### config.mk
export PLATFORM = sky130hd
export DESIGN_NAME = qea_front
export DESIGN_NICKNAME = d
export VERILOG_FILES = /design/src/hdl/qea_qubit_chromosome_store_unit_defines.svh /design/src/hdl/qea_pkg.sv /design/src/hdl/qea_front.sv
export SDC_FILE = /design/constraint.sdc
export NUM_CORES = 1
export LEC_CHECK = 0
export ABC_AREA = 1
export BUFFER_PORTS_ARGS = -buffer_cell sky130_fd_sc_hd__buf_2
export CAP_MARGIN = 15
export CORE_MARGIN = 3
export CORE_UTILIZATION = 52
export CTS_BUF_LIST = sky130_fd_sc_hd__clkbuf_8 sky130_fd_sc_hd__clkbuf_16
export DETAILED_ROUTE_END_ITERATION = 7
export GPL_ROUTABILITY_DRIVEN = 0
export MAX_ROUTING_LAYER = met4
export PLACE_DENSITY = 0.9
export RECOVER_POWER = 25
export SYNTH_ARGS = -nofsm -noshare
export SYNTH_HDL_FRONTEND = slang
export SYNTH_SLANG_ARGS = --single-unit
### constraint.sdc
create_clock -name clk -period 3.6 [get_ports clk]
set_input_delay 0.72 -clock clk [delete_from_list [all_inputs] [get_ports clk]]
set_output_delay 0.72 -clock clk [all_outputs]
set_load 0.03 [all_outputs]
### src/hdl/qea_qubit_chromosome_store_unit_defines.svh
// Assertion macros for the qubit chromosome store.
`ifndef QEA_QUBIT_CHROMOSOME_STORE_UNIT_DEFINES_SVH
`define QEA_QUBIT_CHROMOSOME_STORE_UNIT_DEFINES_SVH
// Holds cond_b in the cycle after cond_a.
`define QEA_ASSERT_NEXT(label, clk_s, rst_n, cond_a, cond_b, msg) \
	label: assert property (@(posedge clk_s) disable iff (!rst_n) (cond_a) |=> (cond_b)) \
		else $error(msg);
// Holds cond_b in the same cycle as cond_a.
`define QEA_ASSERT_SAME(label, clk_s, rst_n, cond_a, cond_b, msg) \
	label: assert property (@(posedge clk_s) disable iff (!rst_n) (cond_a) |-> (cond_b)) \
		else $error(msg);
`endif

### src/hdl/qea_pkg.sv
// ----------------------------------------------------------------------------
// qea_pkg
// Shared types, op codes and constants of the qubit chromosome store.
// ----------------------------------------------------------------------------
package qea_pkg;
	typedef enum logic [1:0] {
		OP_INIT    = 2'd0,
		OP_ROTATE  = 2'd1,
		OP_OBSERVE = 2'd2,
		OP_NOP     = 2'd3
	} op_t;

	typedef enum logic [2:0] {
		ST_IDLE,
		ST_READ,
		ST_LOAD,
		ST_ITER,
		ST_SCALE_A,
		ST_SCALE_B,
		ST_DONE
	} state_t;

	// One classified word handed from the front part to the back part.
	typedef struct packed {
		op_t         op;
		logic [11:0] index;
		logic        bad;
		logic        fold;
		logic [15:0] angle;
		logic [15:0] rnd;
	} cmd_t;

	localparam int ATAN_ENTRIES = 24;
	localparam logic signed [31:0] GAIN_Q30 = 32'sd652032874;
	localparam logic signed [17:0] ONE_Q16 = 18'sd65536;

	function automatic logic signed [31:0] atan_units(input logic [4:0] i);
		logic signed [31:0] v;
		unique case (i)
			5'd0: v = 32'sd536870912;
			5'd1: v = 32'sd316933406;
			5'd2: v = 32'sd167458907;
			5'd3: v = 32'sd85004756;
			5'd4: v = 32'sd42667331;
			5'd5: v = 32'sd21354465;
			5'd6: v = 32'sd10679838;
			5'd7: v = 32'sd5340245;
			5'd8: v = 32'sd2670163;
			5'd9: v = 32'sd1335087;
			5'd10: v = 32'sd667544;
			5'd11: v = 32'sd333772;
			5'd12: v = 32'sd166886;
			5'd13: v = 32'sd83443;
			5'd14: v = 32'sd41722;
			5'd15: v = 32'sd20861;
			5'd16: v = 32'sd10430;
			5'd17: v = 32'sd5215;
			5'd18: v = 32'sd2608;
			5'd19: v = 32'sd1304;
			5'd20: v = 32'sd652;
			5'd21: v = 32'sd326;
			5'd22: v = 32'sd163;
			5'd23: v = 32'sd81;
			default: v = 32'sd0;
		endcase
		return v;
	endfunction
endpackage

### src/hdl/qea_front.sv
// ----------------------------------------------------------------------------
// qea_front
// Accepts commands, checks the index bound and queues classified words.
// ----------------------------------------------------------------------------
module qea_front (
	input  logic              clk,
	input  logic              arst_n,
	input  logic              start,
	output logic              busy,
	input  logic [1:0]        op,
	input  logic [7:0]        index,
	input  logic signed [15:0] angle,
	input  logic [15:0]       random_value,
	input  logic [8:0]        length_in_use,
	input  logic              pop,
	output logic              cmd_valid,
	output qea_pkg::cmd_t     cmd
);
	localparam int DEPTH = 2;
	qea_pkg::cmd_t fifo_q [DEPTH];
	logic          wr_ptr_q, rd_ptr_q;
	logic [1:0]    count_q;
	logic          push;
	qea_pkg::cmd_t word;
	logic signed [16:0] ang_fold;

	// Busy blocks starts while a word waits or is popped, so at most one word waits here.
	assign busy = (count_q != 2'd0) || pop;
	assign push = start && !busy;

	always_comb begin
		word = '0;
		word.op = qea_pkg::op_t'(op);
		word.index = 12'(index);
		word.bad = ({1'b0, index} >= length_in_use);
		word.rnd = random_value;
		ang_fold = 17'(angle);
		word.fold = 1'b0;
		if (angle > 16'sd16384) begin
			ang_fold = 17'(angle) - 17'sd32768;
			word.fold = 1'b1;
		end else if (angle < -16'sd16384) begin
			ang_fold = 17'(angle) + 17'sd32768;
			word.fold = 1'b1;
		end
		word.angle = ang_fold[15:0];
	end

	always_ff @(posedge clk or negedge arst_n) begin
		if (!arst_n) begin
			wr_ptr_q <= 1'b0;
			rd_ptr_q <= 1'b0;
			count_q  <= 2'd0;
		end else begin
			if (push) wr_ptr_q <= !wr_ptr_q;
			if (pop) rd_ptr_q <= !rd_ptr_q;
			count_q <= count_q + 2'(push) - 2'(pop);
		end
	end

	always_ff @(posedge clk) begin
		if (push) fifo_q[wr_ptr_q] <= word;
	end

	assign cmd_valid = count_q != 2'd0;
	assign cmd = fifo_q[rd_ptr_q];
endmodule

Yosys cells after proc, flatten, opt, wreduce, memory -nomap -nowiden
Memory sizes are Yosys's and may differ from the RTL's.
Index checks and enable logic that the tools add are counted.
Operators by class
  $add $sub $neg: 4
  $lt $le $gt $ge: 3
  multiplexer cells: 6
  reduce and logical (&&, ||, !) cells: 6
Operators by type and width (number)
  2-to-1 mux 16 bit: 2
  adder 16 bit, second input constant: 1
  > comparator 16 bit, second input constant: 1
  less-than comparator 16 x 15 -> 1 bit, second input constant: 1
  subtractor 16 bit, second input constant: 1
  greater-or-equal comparator 8 x 9 -> 1 bit: 1
  2-to-1 mux 1 bit: 4
  logical NOT 1 bit: 3
  adder 2 x 1 -> 2 bit: 1
  nonzero test 2 bit: 1
  subtractor 2 x 1 -> 2 bit: 1
  logical AND 1 bit: 1
  logical OR 1 bit: 1
Word-level totals
  memories: 1
  register bits: 4
  output and inout port bits: 50
  memory bits (writable): 88
  input bits: 55
  logic and storage cells: 23
Memory list
  fifo_q: words 2, bits a word 44, rd ports 1, clocked after memory_dff 0, wr ports 1, RTL line qea_front.sv:20  | qea_pkg::cmd_t fifo_q [DEPTH];

Depth between registers and ports, before layout
  word-level depth: 6
  depth in mapped cells: 8
  depth with buffers taken out: 8

Worst setup path before layout
Ideal clock, no wire load.
  path type: input to register
  from: input pop
  to: memory fifo_q[0][0] (netlist bit) (enable)
  required time: 3154 ps
  cell stages on the path: 3
  setup time: 446 ps
  buffers on the path: 0
  slack: 307 ps
  arrival time: 2847 ps
  path through: inv_1 nand4_1 nor2_1
On the way
  cells in the longest elaborated chain, start to end: 5
Ends and longest elaborated chain
  from (decl): RTL line qea_front.sv:15  | input logic pop,
  logical OR 1 bit: RTL line qea_front.sv:28  | assign busy = (count_q != 2'd0) || pop;
  logical NOT 1 bit: RTL line qea_front.sv:29  | assign push = start && !busy;
  logical AND 1 bit: RTL line qea_front.sv:29
  2-to-1 mux 1 bit: RTL line qea_front.sv:62  | if (push) fifo_q[wr_ptr_q] <= word;
  2-to-1 mux 1 bit (not written as such): RTL line qea_front.sv:62
  to (decl): RTL line qea_front.sv:20
Every way passes these cells.

==> impl_metrics.toml <==
[outcome]
outcome = "completed"

[floorplanning]
core-area_mm2 = 0.00702
io_pins = 105
die_h_um = 92.5
die_x_um = 92.5
rows = 30
die-area_mm2 = 0.00856
floorplan.initialDensity_pct = 55.5

[global_routing]
antenna_found_initial = 0
overflow = 0
grt_pass1_vias = 2112
grt_max_degree = 29
grt_pass1_wl_mm = 10.5
gr-usage-all-layers_pct = 16.6

[synth]
synthCells = 220
avgSynthCellArea_um2 = 17.7
ys.warnings.count = 0
ys_ff_latch = 92
synth_area_mm2 = 0.00389
synth.distinct_cells = 18
ys_seq_area_share_pct = 70.4

[clock_network]
clkSlewWorstSetupHoldPaths_ps = 90
cts_tree = "done"
cts_buffers = 9
htreeDepth = 3
cts_setup_buffers = 0
hold_buffers = 0
ctsResizeCount = 0
cts_sinks = 92
clk_latency_ps = 340
root_buffer = "clkbuf_8"
clock_path_buffers = 2

[layout]
fin_nets = 393
nFillCells = 542
diodes = 0
final_util_pct = 66.4
fin_area_mm2 = 0.00466
syn_to_final_growth_pct = 19.7
drive_above_1_share_pct = 43.0

[power]
swShare_pct = 33.1
intPower_mw = 2.11
p_clk_share_pct = 23.1
p_switching_mw = 1.04
peakVddDrop_mv = 0.243
p_comb_share_pct = 34.1
leakagePower_nw = 1.92
power.density_mw_per_mm2 = 675
seqPwrFrac_pct = 42.8

[detailed_routing]
wirelength_mm = 6.59
ant_nets = 0
routedWlPerCell_um = 15.3
drt_iter0_drc = 72
route.detailed.drc = 0
vias = 2116
vias_per_cell = 4.91
firstDrtPassIters = 7

[run]
drv_cap = 0

[placement]
io_buffers = 100
dp_hpwl_mm = 4.89
placed_area_mm2 = 0.00447

[worst_setup_path]
critPathKind = "register to output port"
slowest_delay_ps = 770
path_cells = "buf_12 > mux2_2 > buf_2"
worstPathMaxFanout = 27
critPathTopFamily = "flip-flops"
slowest_stage = "dfrtp_2"
required_ps = 2880
path_buf_inv = 2
cp-end-kind = "output port"
cp_data_arrival_time_ps = 1980
critPathLaunchType = "register"

[timing]
period_share_pct = 75.0
rsz0062_at_grt = "false"
max_slew.worst_pin.slew_ps = 606
setup_viol = 0
hold_viol = 0
max_freq_mhz = 370
min_period_ps = 2700
skew_ps = 7.85
setup-tns-final_ps = 0
relSlewSlack_pct = 59.6
final_max_slew_viol_count = 0

[hold_path]
hold_path_class = "primary input to asynchronous set/reset pin"
==> cell type report <==
type	count	area [um2]	area share [%]
multi-input combinational	103	986	21.2
clock inverter	7	92.6	1.99
sequential	92	2740	58.9
timing repair buffer	105	523	11.2
tap	96	120	2.58
clock buffer	9	124	2.66
inverter	19	71.3	1.53
==> power groups by stage <==
stage | logic [mW] | registers (mW) | clock network, mW
global route | 1.14 | 1.36 | 0.780
floorplan | 0.968 | 1.31 | 0
CTS | 1.09 | 1.35 | 0.745
global placement | 1.07 | 1.37 | 0
detailed placement | 1.09 | 1.37 | 0
finish | 1.07 | 1.35 | 0.728
==> through the flow <==
| stage | setup WS (ps) | hold slack, ps | power (mW) | instances |
|---|---|---|---|---|
| 2_1_floorplan | 307 | 424 | 2.28 | 223 |
| 3_3_place_gp | 1290 | 484 | 2.44 | 415 |
| 3_5_place_dp | 1260 | 486 | 2.46 | 415 |
| 4_1_cts | 860 | 139 | 3.18 | 431 |
| 5_1_grt | 814 | 170 | 3.28 | 431 |
| 6_report | 899 | 177 | 3.15 | 431 |
==> worst paths after layout <==
| kind | from | end | slack, ps | cells past startpoint |
|---|---|---|---|---|
| worst max-delay path | rd_ptr_q | cmd[0] | 900 | 3 |
| worst min-delay path | arst_n | count_q[1] | 180 | 1 |
| worst max register to register | count_q[0] | fifo_q[0][22] | 1890 | 4 |
| worst min register to register | count_q[0] | count_q[0] | 510 | 2 |
| max in group asynchronous | arst_n | rd_ptr_q | 3240 | 1 |
| min in group clk | count_q[0] | count_q[0] | 510 | 2 |
==> Yosys cell counts <==
cell type  count  area, um2
mux2_4        39        586
nand2_1       20       75.1
conb_1         1       3.75
xor2_1         3       26.3
nor2_1        14       52.6
nand3_1        4       20.0
ha_1           8        100
buf_12         4       80.1
mux2_2         5       56.3
edfxtp_1      88       2640
xnor2_1        1       8.76
inv_1         19       71.3
a21boi_0       2       15.0
dfrtp_1        4        100
buf_6          1       11.3
a21oi_1        2       10.0
buf_4          4       30.0
nand4_1        1       6.26
==> registers in the layout (all words and copies together) (netlist names) <==
signal,cells
count_q,2
fifo_q,88
rd_ptr_q,1
wr_ptr_q,1
==> cell families after synthesis <==
kind of cell | share of synthesized area, %
AO/OA/AOI/OAI | 0.642
AND/OR/NAND/NOR | 3.95
flip-flops | 70.4
adder cells (fa/ha/maj) | 2.57
other | 0.0963
multiplexers | 16.5
buffers and inverters | 4.95
XOR/XNOR | 0.900
==> per-layer routing <==
metal / track usage [%] / wire length [um] / vias up
met5: - / 0 / -
met2: 27.8 / 3330 / 84
met1: 18.8 / 2650 / 1018
li1: - / - / 1006
met4: 5.07 / 67 / 0
met3: 6.01 / 541 / 8
==> cell usage in the layout, fill, tap and decap left out <==
cell and instances:
edfxtp_1 88, buf_2 78, mux2_4 39, clkbuf_1 22, inv_1 20, nand2_1 20
nor2_1 12, clkbuf_8 9, ha_1 8, mux2_2 5, nand3_1 4, conb_1 4
buf_4 4, xor2_1 3, dfrtp_1 3, nor2_4 2, a21oi_1 2, a21boi_0 2
clkinv_4 2, bufinv_16 2, nand4_1 1, xnor2_1 1, clkinv_1 1, clkinvlp_4 1
buf_12 1, dfrtp_2 1
No activity file was read; power rests on OpenSTA's default activity.
